### src/sld_pkg.sv
// ----------------------------------------------------------------------------
// sld_pkg - shared types for the sync/length/sum deframer
// State encoding and the command/status bundles that run between the
// controller and the datapath.
// ----------------------------------------------------------------------------
package sld_pkg;

  localparam int unsigned BYTE_W = 8;

  // Value of the sync register after reset
  localparam logic [BYTE_W-1:0] SYNC_RESET = 8'hAA;

  // Controller states: four parse phases plus the drain and empty-frame states
  typedef enum logic [2:0] {
    ST_HUNT     = 3'd0,
    ST_LEN      = 3'd1,
    ST_PAYLOAD  = 3'd2,
    ST_CHECK    = 3'd3,
    ST_DRAIN_RD = 3'd4,
    ST_DRAIN_LD = 3'd5,
    ST_EMPTY    = 3'd6
  } sld_state_t;

  // Commands from the controller to the datapath
  typedef struct packed {
    logic start_frame;    // sync seen: seed sum, clear counts
    logic load_len;       // capture the length word
    logic add_payload;    // buffer a payload word and add it to the sum
    logic clear_frame;    // checksum word consumed: clear sum and count
    logic drain_start;    // rewind the buffer read pointer
    logic rd_en;          // read the buffer at the read pointer
    logic out_load_data;  // load the output register from the buffer
    logic out_load_empty; // load the output register with the empty marker
  } sld_cmd_t;

  // Status from the datapath to the controller
  typedef struct packed {
    logic is_sync;        // incoming word equals the sync value
    logic len_zero;       // incoming word is zero
    logic payload_done;   // this payload word is the last of the frame
    logic check_ok;       // checksum matches and the frame fits the buffer
    logic frame_empty;    // stored length is zero
    logic drain_last;     // read pointer is at the final payload word
    logic out_free;       // output register can take a word this cycle
  } sld_sts_t;

endpackage

### src/sld_ctrl.sv
// ----------------------------------------------------------------------------
// sld_ctrl - deframer controller
// Walks the frame phases on accepted input words and sequences the payload
// drain from the buffer into the output register.
// ----------------------------------------------------------------------------
module sld_ctrl (
  input  logic              clk,
  input  logic              rst_n,
  input  logic              in_tvalid,
  output logic              in_tready,
  input  sld_pkg::sld_sts_t sts,
  output sld_pkg::sld_cmd_t cmd
);

  sld_pkg::sld_state_t state_r;
  sld_pkg::sld_state_t state_nxt;

  // State register
  always_ff @(posedge clk) begin
    if (!rst_n) begin
      state_r <= sld_pkg::ST_HUNT;
    end else begin
      state_r <= state_nxt;
    end
  end

  // Next state and commands; in the parse states tready is high, so a valid
  // word is taken
  always_comb begin
    state_nxt = state_r;
    cmd       = '0;
    in_tready = 1'b0;
    unique case (state_r)
      sld_pkg::ST_HUNT: begin
        in_tready = 1'b1;
        if (in_tvalid && sts.is_sync) begin
          cmd.start_frame = 1'b1;
          state_nxt       = sld_pkg::ST_LEN;
        end
      end
      sld_pkg::ST_LEN: begin
        in_tready = 1'b1;
        if (in_tvalid) begin
          cmd.load_len = 1'b1;
          state_nxt    = sts.len_zero ? sld_pkg::ST_CHECK : sld_pkg::ST_PAYLOAD;
        end
      end
      sld_pkg::ST_PAYLOAD: begin
        in_tready = 1'b1;
        if (in_tvalid) begin
          cmd.add_payload = 1'b1;
          if (sts.payload_done) begin
            state_nxt = sld_pkg::ST_CHECK;
          end
        end
      end
      sld_pkg::ST_CHECK: begin
        in_tready = 1'b1;
        if (in_tvalid) begin
          cmd.clear_frame = 1'b1;
          if (sts.check_ok) begin
            cmd.drain_start = 1'b1;
            state_nxt = sts.frame_empty ? sld_pkg::ST_EMPTY : sld_pkg::ST_DRAIN_RD;
          end else begin
            state_nxt = sld_pkg::ST_HUNT;
          end
        end
      end
      sld_pkg::ST_DRAIN_RD: begin
        cmd.rd_en = 1'b1;
        state_nxt = sld_pkg::ST_DRAIN_LD;
      end
      sld_pkg::ST_DRAIN_LD: begin
        if (sts.out_free) begin
          cmd.out_load_data = 1'b1;
          state_nxt = sts.drain_last ? sld_pkg::ST_HUNT : sld_pkg::ST_DRAIN_RD;
        end
      end
      sld_pkg::ST_EMPTY: begin
        if (sts.out_free) begin
          cmd.out_load_empty = 1'b1;
          state_nxt          = sld_pkg::ST_HUNT;
        end
      end
      default: begin
        state_nxt = sld_pkg::ST_HUNT;
      end
    endcase
  end

endmodule

### src/sld_datapath.sv
// ----------------------------------------------------------------------------
// sld_datapath - deframer datapath
// Holds the sync register, frame length, word count, running sum, the
// payload buffer and the output register.
// ----------------------------------------------------------------------------
module sld_datapath #(
  parameter int unsigned MAX_PAYLOAD = 64
) (
  input  logic                        clk,
  input  logic                        rst_n,
  input  logic [sld_pkg::BYTE_W-1:0]  rx_byte,
  input  logic                        cfg_we,
  input  logic [sld_pkg::BYTE_W-1:0]  cfg_wdata,
  input  sld_pkg::sld_cmd_t           cmd,
  output sld_pkg::sld_sts_t           sts,
  output logic                        out_valid,
  input  logic                        out_ready,
  output logic [sld_pkg::BYTE_W-1:0]  out_payload,
  output logic                        out_last,
  output logic                        out_empty
);

  localparam int unsigned AW = (MAX_PAYLOAD > 1) ? $clog2(MAX_PAYLOAD) : 1;
  localparam logic [sld_pkg::BYTE_W-1:0] MAX_LEN = sld_pkg::BYTE_W'(MAX_PAYLOAD);

  logic [sld_pkg::BYTE_W-1:0] sync_r;
  logic [sld_pkg::BYTE_W-1:0] frame_length_r;
  logic [sld_pkg::BYTE_W-1:0] bytes_seen_r;
  logic [sld_pkg::BYTE_W-1:0] sum_r;
  logic [sld_pkg::BYTE_W-1:0] seen_inc;
  logic [AW-1:0]              rd_idx_r;
  logic [sld_pkg::BYTE_W-1:0] rd_data_r;
  logic [sld_pkg::BYTE_W-1:0] mem [MAX_PAYLOAD];
  logic                       store_en;
  logic                       out_valid_r;
  logic [sld_pkg::BYTE_W-1:0] out_payload_r;
  logic                       out_last_r;
  logic                       out_empty_r;

  assign seen_inc = bytes_seen_r + 8'd1;
  assign store_en = cmd.add_payload && (bytes_seen_r < MAX_LEN);

  // Status toward the controller
  always_comb begin
    sts.is_sync      = (rx_byte == sync_r);
    sts.len_zero     = (rx_byte == '0);
    sts.payload_done = (seen_inc >= frame_length_r);
    sts.check_ok     = (frame_length_r <= MAX_LEN) && (rx_byte == sum_r);
    sts.frame_empty  = (frame_length_r == '0);
    sts.drain_last   = (sld_pkg::BYTE_W'(rd_idx_r) == (frame_length_r - 8'd1));
    sts.out_free     = !out_valid_r || out_ready;
  end

  // Sync register
  always_ff @(posedge clk) begin
    if (!rst_n) begin
      sync_r <= sld_pkg::SYNC_RESET;
    end else if (cfg_we) begin
      sync_r <= cfg_wdata;
    end
  end

  // Frame length, word count and running sum
  always_ff @(posedge clk) begin
    if (!rst_n) begin
      frame_length_r <= '0;
      bytes_seen_r   <= '0;
      sum_r          <= '0;
    end else begin
      if (cmd.start_frame) begin
        sum_r          <= rx_byte;
        bytes_seen_r   <= '0;
        frame_length_r <= '0;
      end
      if (cmd.load_len) begin
        frame_length_r <= rx_byte;
        sum_r          <= sum_r + rx_byte;
        bytes_seen_r   <= '0;
      end
      if (cmd.add_payload) begin
        sum_r        <= sum_r + rx_byte;
        bytes_seen_r <= seen_inc;
      end
      if (cmd.clear_frame) begin
        sum_r        <= '0;
        bytes_seen_r <= '0;
      end
    end
  end

  // Payload buffer: one write port, one registered read port
  always_ff @(posedge clk) begin
    if (store_en) begin
      mem[bytes_seen_r[AW-1:0]] <= rx_byte;
    end
    if (cmd.rd_en) begin
      rd_data_r <= mem[rd_idx_r];
    end
  end

  // Drain read pointer
  always_ff @(posedge clk) begin
    if (!rst_n) begin
      rd_idx_r <= '0;
    end else if (cmd.drain_start) begin
      rd_idx_r <= '0;
    end else if (cmd.out_load_data && !sts.drain_last) begin
      rd_idx_r <= rd_idx_r + 1'b1;
    end
  end

  // Output register: hold until taken
  always_ff @(posedge clk) begin
    if (!rst_n) begin
      out_valid_r <= 1'b0;
    end else if (cmd.out_load_data || cmd.out_load_empty) begin
      out_valid_r <= 1'b1;
    end else if (out_ready) begin
      out_valid_r <= 1'b0;
    end
  end

  always_ff @(posedge clk) begin
    if (cmd.out_load_data) begin
      out_payload_r <= rd_data_r;
      out_last_r    <= sts.drain_last;
      out_empty_r   <= 1'b0;
    end else if (cmd.out_load_empty) begin
      out_payload_r <= '0;
      out_last_r    <= 1'b1;
      out_empty_r   <= 1'b1;
    end
  end

  assign out_valid   = out_valid_r;
  assign out_payload = out_payload_r;
  assign out_last    = out_last_r;
  assign out_empty   = out_empty_r;

  // Never overwrite a word the sink has not taken
  a_no_overwrite: assert property (@(posedge clk) disable iff (!rst_n)
    (out_valid_r && !out_ready) |=> ($stable(out_payload_r) && $stable(out_last_r)))
    else $error("output word overwritten while stalled");

  // An empty-frame marker is always the final word of its frame
  a_empty_is_last: assert property (@(posedge clk) disable iff (!rst_n)
    (out_valid_r && out_empty_r) |-> out_last_r)
    else $error("empty-frame word without last flag");

  // Drain only frames that fit the buffer
  a_drain_fits: assert property (@(posedge clk) disable iff (!rst_n)
    cmd.rd_en |-> (frame_length_r <= MAX_LEN) && (sld_pkg::BYTE_W'(rd_idx_r) < frame_length_r))
    else $error("buffer read outside the stored frame");

endmodule

### src/sync_length_sum_deframer_unit.sv
// ----------------------------------------------------------------------------
// sync_length_sum_deframer_unit - sync/length/payload/checksum deframer
// Parsing: one received word per cycle in the parse states. After a verified
//   checksum word, each payload word is read from the buffer and then loaded
//   into the output register, the load waiting while the output is stalled;
//   no input is taken while the frame drains.
// Reset: control and counts clear, sync value returns to 0xAA; the payload
//   buffer is not cleared, only words written in the current frame are read.
// ----------------------------------------------------------------------------
module sync_length_sum_deframer_unit #(
  parameter int unsigned MAX_PAYLOAD = 64
) (
  input  logic       clk,
  input  logic       rst_n,
  // Configuration: sync value
  input  logic       cfg_valid,
  output logic       cfg_ready,
  input  logic [7:0] cfg_data,   // [7:0] sync_byte
  // Received words
  input  logic       in_tvalid,
  output logic       in_tready,
  input  logic [7:0] in_tdata,   // [7:0] rx_byte
  // Payload words of verified frames
  output logic       out_tvalid,
  input  logic       out_tready,
  output logic [7:0] out_tdata,  // [7:0] payload_byte
  output logic       out_tlast,  // last_byte
  output logic       out_tuser   // [0] empty_frame
);

  sld_pkg::sld_cmd_t cmd;
  sld_pkg::sld_sts_t sts;

  assign cfg_ready = 1'b1;

  sld_ctrl u_ctrl (
    .clk       (clk),
    .rst_n     (rst_n),
    .in_tvalid (in_tvalid),
    .in_tready (in_tready),
    .sts       (sts),
    .cmd       (cmd)
  );

  sld_datapath #(
    .MAX_PAYLOAD (MAX_PAYLOAD)
  ) u_datapath (
    .clk         (clk),
    .rst_n       (rst_n),
    .rx_byte     (in_tdata),
    .cfg_we      (cfg_valid && cfg_ready),
    .cfg_wdata   (cfg_data),
    .cmd         (cmd),
    .sts         (sts),
    .out_valid   (out_tvalid),
    .out_ready   (out_tready),
    .out_payload (out_tdata),
    .out_last    (out_tlast),
    .out_empty   (out_tuser)
  );

endmodule
### config.mk
export PLATFORM = sky130hd
export DESIGN_NAME = sync_length_sum_deframer_unit
export DESIGN_NICKNAME = d
export VERILOG_FILES = /design/src/sld_pkg.sv /design/src/sld_ctrl.sv /design/src/sld_datapath.sv /design/src/sync_length_sum_deframer_unit.sv
export SDC_FILE = /design/constraint.sdc
export NUM_CORES = 1
export LEC_CHECK = 0
export ABC_CLOCK_PERIOD_IN_PS = 2600
export BUFFER_PORTS_ARGS = -buffer_cell sky130_fd_sc_hd__buf_4
export CAP_MARGIN = 15
export CORE_MARGIN = 2
export CORE_UTILIZATION = 40
export CTS_CLUSTER_DIAMETER = 200
export CTS_CLUSTER_SIZE = 16
export DETAILED_ROUTE_END_ITERATION = 12
export PLACE_DENSITY = 0.54
export SLEW_MARGIN = 20
export SYNTH_ARGS = -nofsm -noshare
export SYNTH_HDL_FRONTEND = slang
export SYNTH_SLANG_ARGS = --single-unit
### constraint.sdc
create_clock -name clk -period 2.6 [get_ports clk]
set_clock_uncertainty 0.2 [all_clocks]
set_input_delay 0.13 -clock clk [delete_from_list [all_inputs] [get_ports clk]]
set_output_delay 0.13 -clock clk [all_outputs]
set_load 0.01 [all_outputs]
==> results.md, run 1 <==
* Final worst setup slack at -0.06351 ns
* Top layer in use: met4
* Hold Vio Cnt, Final at 0
* Overflow after GRT at 0
* Most frequent cells in the layout: edfxtp_1 (529), buf_4 (193), mux4_2 (150)
* Num ports at 34
* Unrepaired setup endpoints after global routing: true
* Multi-input logic area at 6316 µm²
* Clock Tree Buf Depth at 3
* Failing checks: negative setup slack
* Fin. max-slew vios at 0
* Final core utilization at 0.4773
* Distinct cell type count after synthesis at 64
* Area growth, synth to finish at 18.05%
* Cells on worst reg2reg path at 6
* Cell area after synthesis at 23330 µm²
* Synth warnings at 0
* Sequential element share of the synthesized area at 0.7178
* Peak supply drop at 0.0004326 V
* Slew of the pin with the lowest slew margin at 0.8068 ns
* Die ar. at 60270 µm²
* Die Y-Extent at 245.5 µm
* Post-DR wirelength/cell at around 26 µm
* Top cell type by total area after synthesis: edfxtp_1
* Reg power frac at 0.594
* Remaining antenna violation count at 0
* Initial Utilization at 0.4044
* DR vias/cell at 5.530
* Hold crit path type: in -> reg
* Iter 0 DRT Violations at around 1200
* Metal-1 WL at 27690 µm
* Post-synth top area share at 0.6809
* Period utilization at 1.024
* Worst Setup Path Type: reg -> reg
* Gr usage total at 0.1995
* Worst r2r src: u_datapath.rd_idx_r[0]
* Slew HR at 0.4621
* Overall routed net length at 59150 µm
* Static Leakage at 8.785 nW
* Worst reg2reg setup slack at -0.06 ns
* Input/output buffers at 32
* Syn nets at 1298
* Setup-failing EPs final at 8
* Worst EP arrival at 2.79 ns
* Worst setup EP type: flip-flop
* Vias at 12510
* Ys async rst share at 0
* Cell area power density at just over 600 nW/µm²
* Crit path max fanout at 16
* Routability Congestion at 0.8122
* Die W at 245.5 µm
* Most common cell after layout, fill and taps aside: edfxtp_1
* Met3 WL at 3137 µm
* Sequential cell area at about 17000 µm²
* CTS H-tree depth at 2
* Cell internal pwr at 13.45 mW
* Net Sw Frac at 0.2101
* Psw at 3.577 mW
* Critical Path End: u_datapath.rd_data_r[6]
* DRT Pass-1 Iters at 5
* Most used DFF post-synth: edfxtp_1
* RR Endpoint: u_datapath.rd_data_r[6]
* Worst path required time at between 2 and 3 ns
* First-pass GRT wire length at approximately 87000 µm
* Post-DP HPWL at 38700 µm
* Mean post-synth cell area at 18.56 µm²
* Initial antenna violation count at 1
* MaxCap Viol Count at 0
* CTS Sinks at 572
* EDFF count, synth at roughly 530
* Cell count after synthesis at 1257
* CTS tree: built
* Design Power at 17.02 mW
* Clk_lat worst skew at between 0.5 and 0.6 ns
* Clock Tree Root: clkbuf_16
* Met2 routed wirelength at 27250 µm
* Filler cell count at 4826
* Clock share of power at 0.357
* Hold_sp: in_tdata[6]
* Core box area at 57700 µm²
* Combinational power share at 0.050
* DRC errors left at 0
* Synth top area cells: edfxtp_1 (68%), mux4_2 (14%), dfxtp_1 (3.7%)
* Crit start category: flip-flop
* Status: complete, but fails checks
* FMAX at 375.4 MHz
* CP Launch Point: u_datapath.rd_idx_r[0]
* # nets final at ~1500
* Largest net degree at the start of global routing at 68
* Synthesized flop and latch total at 572
* Share of layout cells above drive strength 1 at 0.3093
* FP Rows at slightly below 90
* CTS clk-pin slew, worst paths at ~0.080 ns
* CTS Buf Count at 41
* Number of global-route vias before repair at 12440
* Min cycle time layout at around 2.7 ns
worst max-delay path: stages (launching register included):
cell	delay, ns
dfxtp_4	0.42
buf_12	0.19
buf_12	0.20
mux4_2	0.53
mux4_2	0.53
mux2i_4	0.23
o21ai_0	0.10
stage by stage:
stage | setup WS (ns) | area [µm²] | hold WS (ns) | std cells | TNS [ns]
after floorplan | -0.05182 | 23340 | 0.02887 | 1257 | -10.23
after global placement | -0.4824 | 25650 | 0.1450 | 2154 | -101.04
after detailed placement | -0.4890 | 25650 | 0.1469 | 2154 | -102.81
after CTS | -0.09325 | 27420 | 0.04293 | 2260 | -0.4301
after global routing | -0.1399 | 27540 | 0.09405 | 2262 | -0.9372
final | -0.06351 | 27540 | 0.08269 | 2263 | -0.3325
power by group through the flow:
stage	Combinational [mW]	Sequential (mW)	Clock, mW
after floorplan	0.387	10.3	0
after global placement	0.767	10.3	0
after detailed placement	0.776	10.3	0
after CTS	0.829	10.1	6.25
after global routing	0.928	10.1	6.53
final	0.844	10.1	6.07
per-layer routing:
metal,up-vias,track usage
li1,5492,-
met1,6592,0.3047
met2,366,0.3066
met3,64,0.02761
met4,0,0.04118
met5,-,0
timing repair:
action                                 4_1_cts  5_1_grt
setup buffers                               13        2
pin swaps                                    1        2
gates resized for setup                     29       28
endpoints found under the hold margin       54        0
gates cloned                                 1        0
setup endpoints to repair                  271      524
hold buffers                                33        0
area by class of cell:
cell class / instances / area share
antenna: 1 / 0.00009086
clock buffer: 57 / 0.04021
clock inverter: 2 / 0.001681
inverter: 23 / 0.003135
multi-input combinational: 592 / 0.2293
sequential: 572 / 0.6086
tap: 765 / 0.03476
timing repair buffer: 251 / 0.08214
state kept, by name, summed over array words and instances, names as in the netlist:
signal and cells:
u_datapath.sum_r 8, u_datapath.mem 512, u_ctrl.state_r 3, u_datapath.frame_length_r 8
u_datapath.rd_data_r 8, u_datapath.sync_r 8, u_datapath.out_payload 8, u_datapath.out_empty 1
u_datapath.bytes_seen_r 8, u_datapath.rd_idx_r 6, u_datapath.out_last 1, u_datapath.out_valid 1
synth_stat cells, types with 16 or more instances:
| cell type | n |
|---|---|
| a21oi_1 | 32 |
| clkbuf_1 | 34 |
| dfxtp_1 | 43 |
| edfxtp_1 | 529 |
| ha_1 | 19 |
| inv_1 | 22 |
| mux4_2 | 150 |
| nand2_1 | 48 |
| nand3_1 | 18 |
| nor2_1 | 96 |
| nor2b_1 | 16 |
| o21ai_0 | 22 |
| xnor2_1 | 16 |
logic make-up (layout without fill, tap and decap cells):
| kind of cell | Yosys count | in the layout | synth area share |
|---|---|---|---|
| mux | 170 | 170 | 0.1557 |
| fa+ha+maj | 20 | 20 | 0.01105 |
| buf+inv | 93 | 333 | 0.01920 |
| xor+xnor | 26 | 26 | 0.009760 |
| other cells | 1 | 2 | 0.0001607 |
| compound gates | 114 | 114 | 0.03159 |
| simple gates | 261 | 261 | 0.05470 |
| flops | 572 | 572 | 0.7178 |
worst min-delay path by stage:
stage,cells past startpoint,to,slack [ns]
finish,5,u_datapath.frame_length_r[6],0.08
floorplan,0,u_datapath.mem[0][0],0.03
CTS,6,u_datapath.sum_r[5],0.04
global route,5,u_datapath.frame_length_r[6],0.09
global placement,3,u_datapath.sync_r[7],0.14
detailed placement,3,u_datapath.sync_r[5],0.15
Power figures use the tool's default switching activity.
==> run 2, diff against run 1 <==
- ABC_AREA: default -> 1
==> run 2 against run 1 <==
The run now ends clean. Critical path depth rose by 3. Non-clock buffer count fell by 29. Final area fell by 0.35%. Critical path type unchanged. Critical endpoint is now u_datapath.rd_data_r[7]. Largest cell class unchanged. Highest routed layer is now met5.
==> results.md, run 2 <==
* Status: finished clean
* Vias at 16260 (+30%)
* Overall routed net length at 65290 µm (+10%)
* Number of global-route vias before repair at 15900 (+28%)
* Synth top area cells: edfxtp_1 (66%), nor2_1 (6.5%), o21ai_0 (5.6%)
* Worst reg2reg setup slack at 0.19 ns (+0.25 ns)
* Cell count after synthesis at 2067 (+64%)
* Adder-cell share of the synthesized area at 0.01074 (-0.0003126)
* Largest register FFs at 512 (unchanged)
* MaxCap Viol Count at 0 (unchanged)
* Filler cell count at 5284 (+9.5%)
* Clk_lat worst skew at 0.58 ns (about the same)
* Mux share of post-synthesis cell area at 0 (-0.1557)
* Worst path required time at 2.74 ns (about the same)
* Worst Setup Path Type: reg -> reg
* Die ar. at 62000 µm² (+2.9%)
* Top cell type by total area after synthesis: edfxtp_1
* Post-Synth Simple-Gate Area at 0.1345 (+0.07975)
* Iter 0 DRT Violations at 1561 (+32%)
* Clock Tree Buf Depth at 3 (unchanged)
* Main combinational cell family by area after synthesis: simple AND/OR/NAND/NOR gates
* Input/output buffers at 32 (unchanged)
* DRT Pass-1 Iters at 6 (+1)
* Placed inst area at 25940 µm² (+1.1%)
* Overflow after GRT at 0 (unchanged)
* Die Y-Extent at 249.0 µm (+1.4%)
* Gr usage total at 0.2100 (+0.01048)
* Clock Tree Root: clkbuf_16
* First-pass GRT wire length at 98850 µm (+14%)
* Sequential element share of the synthesized area at 0.6975 (-0.02031)
* Peak supply drop at 0.0005628 V (+30%)
* Post-synth top area share at 0.6616 (-0.01927)
* Hold depth at 7 (+2)
* Ys async rst share at 0 (unchanged)
* Cell area power density at 611.0 nW/µm² (-1.2%)
* Setup bufs post-CTS at 0 (-13)
* Core box area at 59130 µm² (+2.5%)
* CTS clk-pin slew, worst paths at 0.08 ns (about the same)
* Share of layout cells above drive strength 1 at 0.1282 (-0.1811)
* Cells after DPL at 2910 (+35%)
* Slew HR at 0.4248 (-0.03735)
* Post-DP HPWL at 42160 µm (+9.0%)
* CTS H-tree depth at 2 (unchanged)
* FMAX at 414.5 MHz (+10%)
* Cells on worst reg2reg path at 9 (+3)
* Period utilization at 0.9278 (-0.09660)
* Hold crit path type: in -> reg
* Worst r2r src: u_datapath.rd_idx_r[0]
* Top cells by count, synth: edfxtp_1 (529), nor2_1 (417), o21ai_0 (271)
* CTS tree: built
* XOR/XNOR share of the synthesized area at 0.005837 (-0.003924)
* Non-filler cells, final at 2998 (+32%)
* Post-DR wirelength/cell at 21.78 µm (-17%)
* Final Cell Area at 27440 µm² (-0.35%)
* Crit path max fanout at 30 (+14)
* CP Launch Point: u_datapath.rd_idx_r[0]
* Worst setup EP type: flip-flop
* Critical Path End: u_datapath.rd_data_r[7]
* Fin. max-slew vios at 0 (unchanged)
* FP Rows at 89 (+1.1%)
* Setup-failing EPs final at 0 (-8)
* Slew of the pin with the lowest slew margin at 0.8619 ns (+0.05510 ns)
* DR vias/cell at 5.425 (-1.9%)
* Largest net degree at the start of global routing at 70 (+2.9%)
* Mean post-synth cell area at 11.62 µm² (-37%)
* Synth Area in Compound Gates at 0.1141 (+0.08249)
* Hold Vio Cnt, Final at 0 (unchanged)
* Num ports at 34 (unchanged)
* Worst EP arrival at 2.55 ns (-0.24 ns)
* EDFF count, synth at 529 (unchanged)
* Cell area after synthesis at 24010 µm² (+2.9%)
* RR Endpoint: u_datapath.rd_data_r[7]
* Synth warnings at 0 (unchanged)
* Most used DFF post-synth: edfxtp_1
* Synthesized flop and latch total at 572 (unchanged)
* Syn nets at 2108 (+62%)
* CTS Buf Count at 41 (unchanged)
* Most common cell after layout, fill and taps aside: edfxtp_1
* # nets final at 2256 (+48%)
* Die W at 249.0 µm (+1.4%)
* Remaining antenna violation count at 0 (unchanged)
* CTS Sinks at 572 (unchanged)
* Most frequent cells in the layout: edfxtp_1 (529), nor2_1 (413), o21ai_0 (271)
* Routability Congestion at 0.8421 (+3.7%)
* Initial Utilization at 0.4060 (+0.001676)
* DRC errors left at 0 (unchanged)
* Min cycle time layout at 2.412 ns (-0.2512 ns)
* Crit start category: flip-flop
* Initial antenna violation count at 4 (+3)
* Distinct cell type count after synthesis at 44 (-31%)
* Count leader, synth: edfxtp_1
* Static Leakage at 9.463 nW (+7.7%)
* Area growth, synth to finish at 14.30%
## run 2: cell types whose count changed in the layout (fill, tap and decap cells not counted), moves of 60 or more
cell,previous run,this run
nor2_1,88,413
o21ai_0,20,271
nand2_1,44,213
o22ai_1,4,70
nand3_1,15,75
mux4_2,150,0
## run 2: report_power, final
| part | switching [mW] | internal (mW) |
|---|---|---|
| registers | 0.0320 | 10.1 |
| clock network | 2.98 | 3.06 |
| logic | 0.432 | 0.204 |
| total | 3.45 | 13.3 |
## run 2: repair_timing
action                                  CTS  global route
endpoints found under the setup margin    0             3
resized for setup                         0             5
hold endpoints to repair                154             0
hold buffers                             35             0
## run 2: through the flow
| step | worst slack, ns | hold slack (ns) | total power [mW] | setup TNS (ns) | utilization |
|---|---|---|---|---|---|
| 2_1_floorplan | 0.2386 | 0.02887 | 10.59 | 0 | - |
| 3_3_place_gp | 0.1882 | 0.1483 | 10.87 | 0 | 0.4387 |
| 3_5_place_dp | 0.09581 | 0.1513 | 10.88 | 0 | 0.4387 |
| 4_1_cts | 0.03899 | 0.01159 | 16.93 | 0 | 0.4638 |
| 5_1_grt | -0.005433 | 0.08224 | 17.31 | -0.005433 | 0.4640 |
| 6_report | 0.1876 | 0.04112 | 16.77 | 0 | 0.4641 |
## run 2: kinds of logic (layout without fill, tap and decap cells)
group	Yosys count	count (layout)
simple gates	772	772
flops	572	572
compound gates	489	489
buf+inv	197	353
fa+ha+maj	20	20
xor+xnor	16	16
other cells	1	3
## run 2: how the worst min path moves through the flow
stage | to | slack (ns) | start
after global placement | u_datapath.sync_r[7] | 0.15 | cfg_data[7]
final | u_datapath.sum_r[3] | 0.04 | in_tdata[1]
after floorplan | u_datapath.mem[0][0] | 0.03 | in_tdata[0]
after global routing | u_datapath.sum_r[3] | 0.08 | in_tdata[1]
after detailed placement | u_datapath.sync_r[7] | 0.15 | cfg_data[7]
after CTS | u_datapath.sum_r[3] | 0.01 | in_tdata[1]
## run 2: layout make-up
class | instances | area [µm²] | area share
inverters | 80 | 305.3 | 0.01112
diodes | 2 | 5.005 | 0.0001824
repair buffers | 222 | 1892 | 0.06894
clock buffers | 49 | 1099 | 0.04003
well taps | 773 | 967.2 | 0.03524
clock inverters | 2 | 38.79 | 0.001413
flip-flops and latches | 572 | 16760 | 0.6106
multi-input cells | 1298 | 6379 | 0.2324
## run 2: metal layers
layer  global-route usage  part of all wire  vias to the layer above
met5                    0           0.00020                        -
met1               0.2882              0.44                     8032
met4              0.06978             0.031                        2
li1                     -                 -                     7683
met3              0.03574             0.056                      103
met2               0.3397              0.47                      443
## run 2: worst max-delay path: stages (launching register included)
cell and delay, ns:
dfxtp_4 0.43, inv_6 0.13, buf_12 0.19, buf_4 0.19
o21ai_0 0.23, o211ai_1 0.12, nand3_1 0.20, nand4_1 0.22
nand3_1 0.16, nand2_1 0.06
==> run 3, diff against run 2 <==
- ABC_CLOCK_PERIOD_IN_PS: 2600 -> 3000
- PLACE_DENSITY: 0.54 -> 0.52
- clock period: 2.6 -> 3 ns (I/O delays scaled with it)
==> run 3 against run 2 <==
Fmax decreased by 7.7%. Combinational power decreased by 13%. Register-to-register slack improved by 0.20 ns. Hold slack got worse by 0.024 ns. Final area decreased by 1.6%. Sequential cell count unchanged. Total power decreased by 14%. Die area unchanged. Sequential power decreased by 13%. Critical path type unchanged.
==> results.md, run 3 (synthesis results as in run 2) <==
* Status: finished clean
* Number of global-route vias before repair at 15670 (-1.4%)
* Initial Utilization at 0.4060 (unchanged)
* Core box area at 59130 µm² (unchanged)
* Period utilization at 0.8714 (-0.05641)
* DR vias/cell at 5.478 (+0.99%)
* Crit start category: flip-flop
* Worst r2r src: u_ctrl.state_r[1]
* Worst EP arrival at 2.62 ns (+0.07 ns)
* Psw at 3.049 mW (-12%)
* Most common cell after layout, fill and taps aside: edfxtp_1
* CP max-delay cell: nor2_1
* Largest net degree at the start of global routing at 99 (+41%)
* CTS Sinks at 572 (unchanged)
* Area growth, synth to finish at 12.48%
* MaxCap Viol Count at 0 (unchanged)
* Overflow after GRT at 0 (unchanged)
* Worst Setup Path Type: reg -> reg
* Worst setup EP type: flip-flop
* Clk_lat worst skew at 0.59 ns (about the same)
* Vias at 16140 (-0.73%)
* Sum Neg Setup Slack at 0 ns (unchanged)
* Net Sw Frac at 0.2105 (+0.004821)
* RR Endpoint: u_datapath.mem[27][6]
* Post-DP HPWL at 41980 µm (-0.44%)
* Final worst setup slack at 0.3858 ns (+0.1981 ns)
* CTS H-tree depth at 2 (unchanged)
* Die ar. at 62000 µm² (unchanged)
* Num ports at 34 (unchanged)
* Share of layout cells above drive strength 1 at 0.1063 (-0.02190)
* Gr usage total at 0.2159 (+0.005906)
* Unrepaired setup endpoints after global routing: false
* Combinational power share at 0.038 (about the same)
* Min cycle time layout at 2.614 ns (+0.2019 ns)
* Post-DR wirelength/cell at 22.88 µm (+5.1%)
* Hold_sp: in_tdata[2]
* Clock Tree Buf Depth at 3 (unchanged)
* CTS tree: built
* FP Rows at 89 (unchanged)
* Crit path largest cell delay at 0.60 ns (+0.17 ns)
* Reg power frac at 0.603 (+0.002)
* CTS Buf Count at 41 (unchanged)
* Cell area power density at 536.4 nW/µm² (-12%)
* Crit path max-delay family: simple AND/OR/NAND/NOR gates
* Critical path, cell by cell: inv_2 -> nor3_4 -> nand2_2 -> inv_2 -> nand2_2 -> nor2_4 -> nand3_2 -> nor2_1
* Static Leakage at 9.203 nW (-2.8%)
* First-pass GRT wire length at 100400 µm (+1.6%)
* FMAX at 382.5 MHz (-7.7%)
* Worst reg2reg setup slack at 0.39 ns (+0.20 ns)
* Setup-failing EPs final at 0 (unchanged)
* PostCTS Resize Cnt at 0 (unchanged)
* Clock share of power at 0.358 (-0.003)
* Worst path required time at 3.01 ns (+0.27 ns)
* Pre-CTS WS at 0.3600 ns (+0.2642 ns)
* Largest register FFs at 512 (unchanged)
* Setup bufs post-CTS at 0 (unchanged)
* Buf+Inv Stages, Crit Path at 2 (-1)
* Peak supply drop at 0.0004539 V (-19%)
* Clock Tree Root: clkbuf_16
* Hold depth at 2 (-5)
* Input/output buffers at 32 (unchanged)
* Die W at 249.0 µm (unchanged)
* Fin. max-slew vios at 0 (unchanged)
* Overall routed net length at 67430 µm (+3.3%)
* Cells on worst reg2reg path at 8 (-1)
* Die Y-Extent at 249.0 µm (unchanged)
* Cts hold-fix bufs at 34 (-2.9%)
* DRT Pass-1 Iters at 5 (-1)
* Crit path max fanout at 9 (-70%)
* Most frequent cells in the layout: edfxtp_1 (529), nor2_1 (416), o21ai_0 (271)
* Initial antenna violation count at 3 (-1)
* CTS clk-pin slew, worst paths at 0.07 ns (about the same)
* Remaining antenna violation count at 0 (unchanged)
* # nets final at 2207 (-2.2%)
* Hold Vio Cnt, Final at 0 (unchanged)
* Iter 0 DRT Violations at 1487 (-4.7%)
* Cell internal pwr at 11.44 mW (-14%)
* Slew HR at 0.4184 (-0.006353)
* Filler cell count at 5373 (+1.7%)
* DRC errors left at 0 (unchanged)
* Hold crit path type: in -> reg
* Routability Congestion at 0.8984 (+6.7%)
* Slew of the pin with the lowest slew margin at 0.8724 ns (+0.01046 ns)
* Min-Delay Endpoint: u_datapath.mem[44][2]
-- run 3: cell types whose count changed in the layout (fill, tap and decap cells not counted), moves of 2 or more --
| cell | before | now |
|---|---|---|
| dfxtp_2 | 3 | 1 |
| nor2_1 | 413 | 416 |
| nor2_2 | 7 | 4 |
| clkbuf_16 | 43 | 41 |
| dfxtp_1 | 38 | 40 |
| buf_4 | 176 | 129 |
-- run 3: worst max-delay path by stage --
stage / start / endpoint / slack [ns] / cells after the start
final: u_ctrl.state_r[1] / u_datapath.mem[27][6] / 0.39 / 8
after floorplan: u_datapath.bytes_seen_r[0] / u_ctrl.state_r[2] / 0.64 / 15
after global placement: u_datapath.bytes_seen_r[0] / u_ctrl.state_r[1] / 0.46 / 14
after CTS: u_ctrl.state_r[1] / u_datapath.mem[27][6] / 0.36 / 8
after detailed placement: u_ctrl.state_r[1] / u_datapath.mem[27][7] / 0.36 / 8
after global routing: u_ctrl.state_r[1] / u_datapath.mem[26][4] / 0.14 / 8
-- run 3: power by group through the flow --
stage / clock network, mW / logic (mW) / registers [mW]
floorplan: 0 / 0.270 / 8.91
global placement: 0 / 0.514 / 8.92
detailed placement: 0 / 0.515 / 8.92
CTS: 5.32 / 0.554 / 8.74
global route: 5.59 / 0.613 / 8.74
finish: 5.19 / 0.552 / 8.74
-- run 3: area by class of cell --
type / instances / area, µm² / share of cell area
diodes: 1 / 2.502 / 0.00009266
clock buffers: 47 / 1049 / 0.03883
inverters: 80 / 305.3 / 0.01130
well taps: 773 / 967.2 / 0.03581
clock inverters: 3 / 47.55 / 0.001761
flip-flops and latches: 572 / 16750 / 0.6204
multi-input cells: 1298 / 6371 / 0.2359
repair buffers: 173 / 1509 / 0.05587
-- run 3: metrics by stage --
stage	instance area [µm²]	std cells	hold slack, ns	utilization	total power, mW
floorplan	24010	2067	0.04887	-	9.181
global placement	25570	2862	0.1778	0.4324	9.433
detailed placement	25570	2862	0.1790	0.4324	9.436
CTS	27000	2946	0.008590	0.4567	14.61
global route	27000	2946	0.01186	0.4567	14.95
finish	27010	2947	0.01748	0.4567	14.49
-- run 3: routing by layer --
layer / vias to the layer above / wire length, µm / track usage
met5: - / 0 / 0
met1: 8025 / 29920 / 0.2993
li1: 7585 / - / -
met3: 92 / 3857 / 0.03417
met4: 0 / 1772 / 0.06182
met2: 442 / 31880 / 0.3523
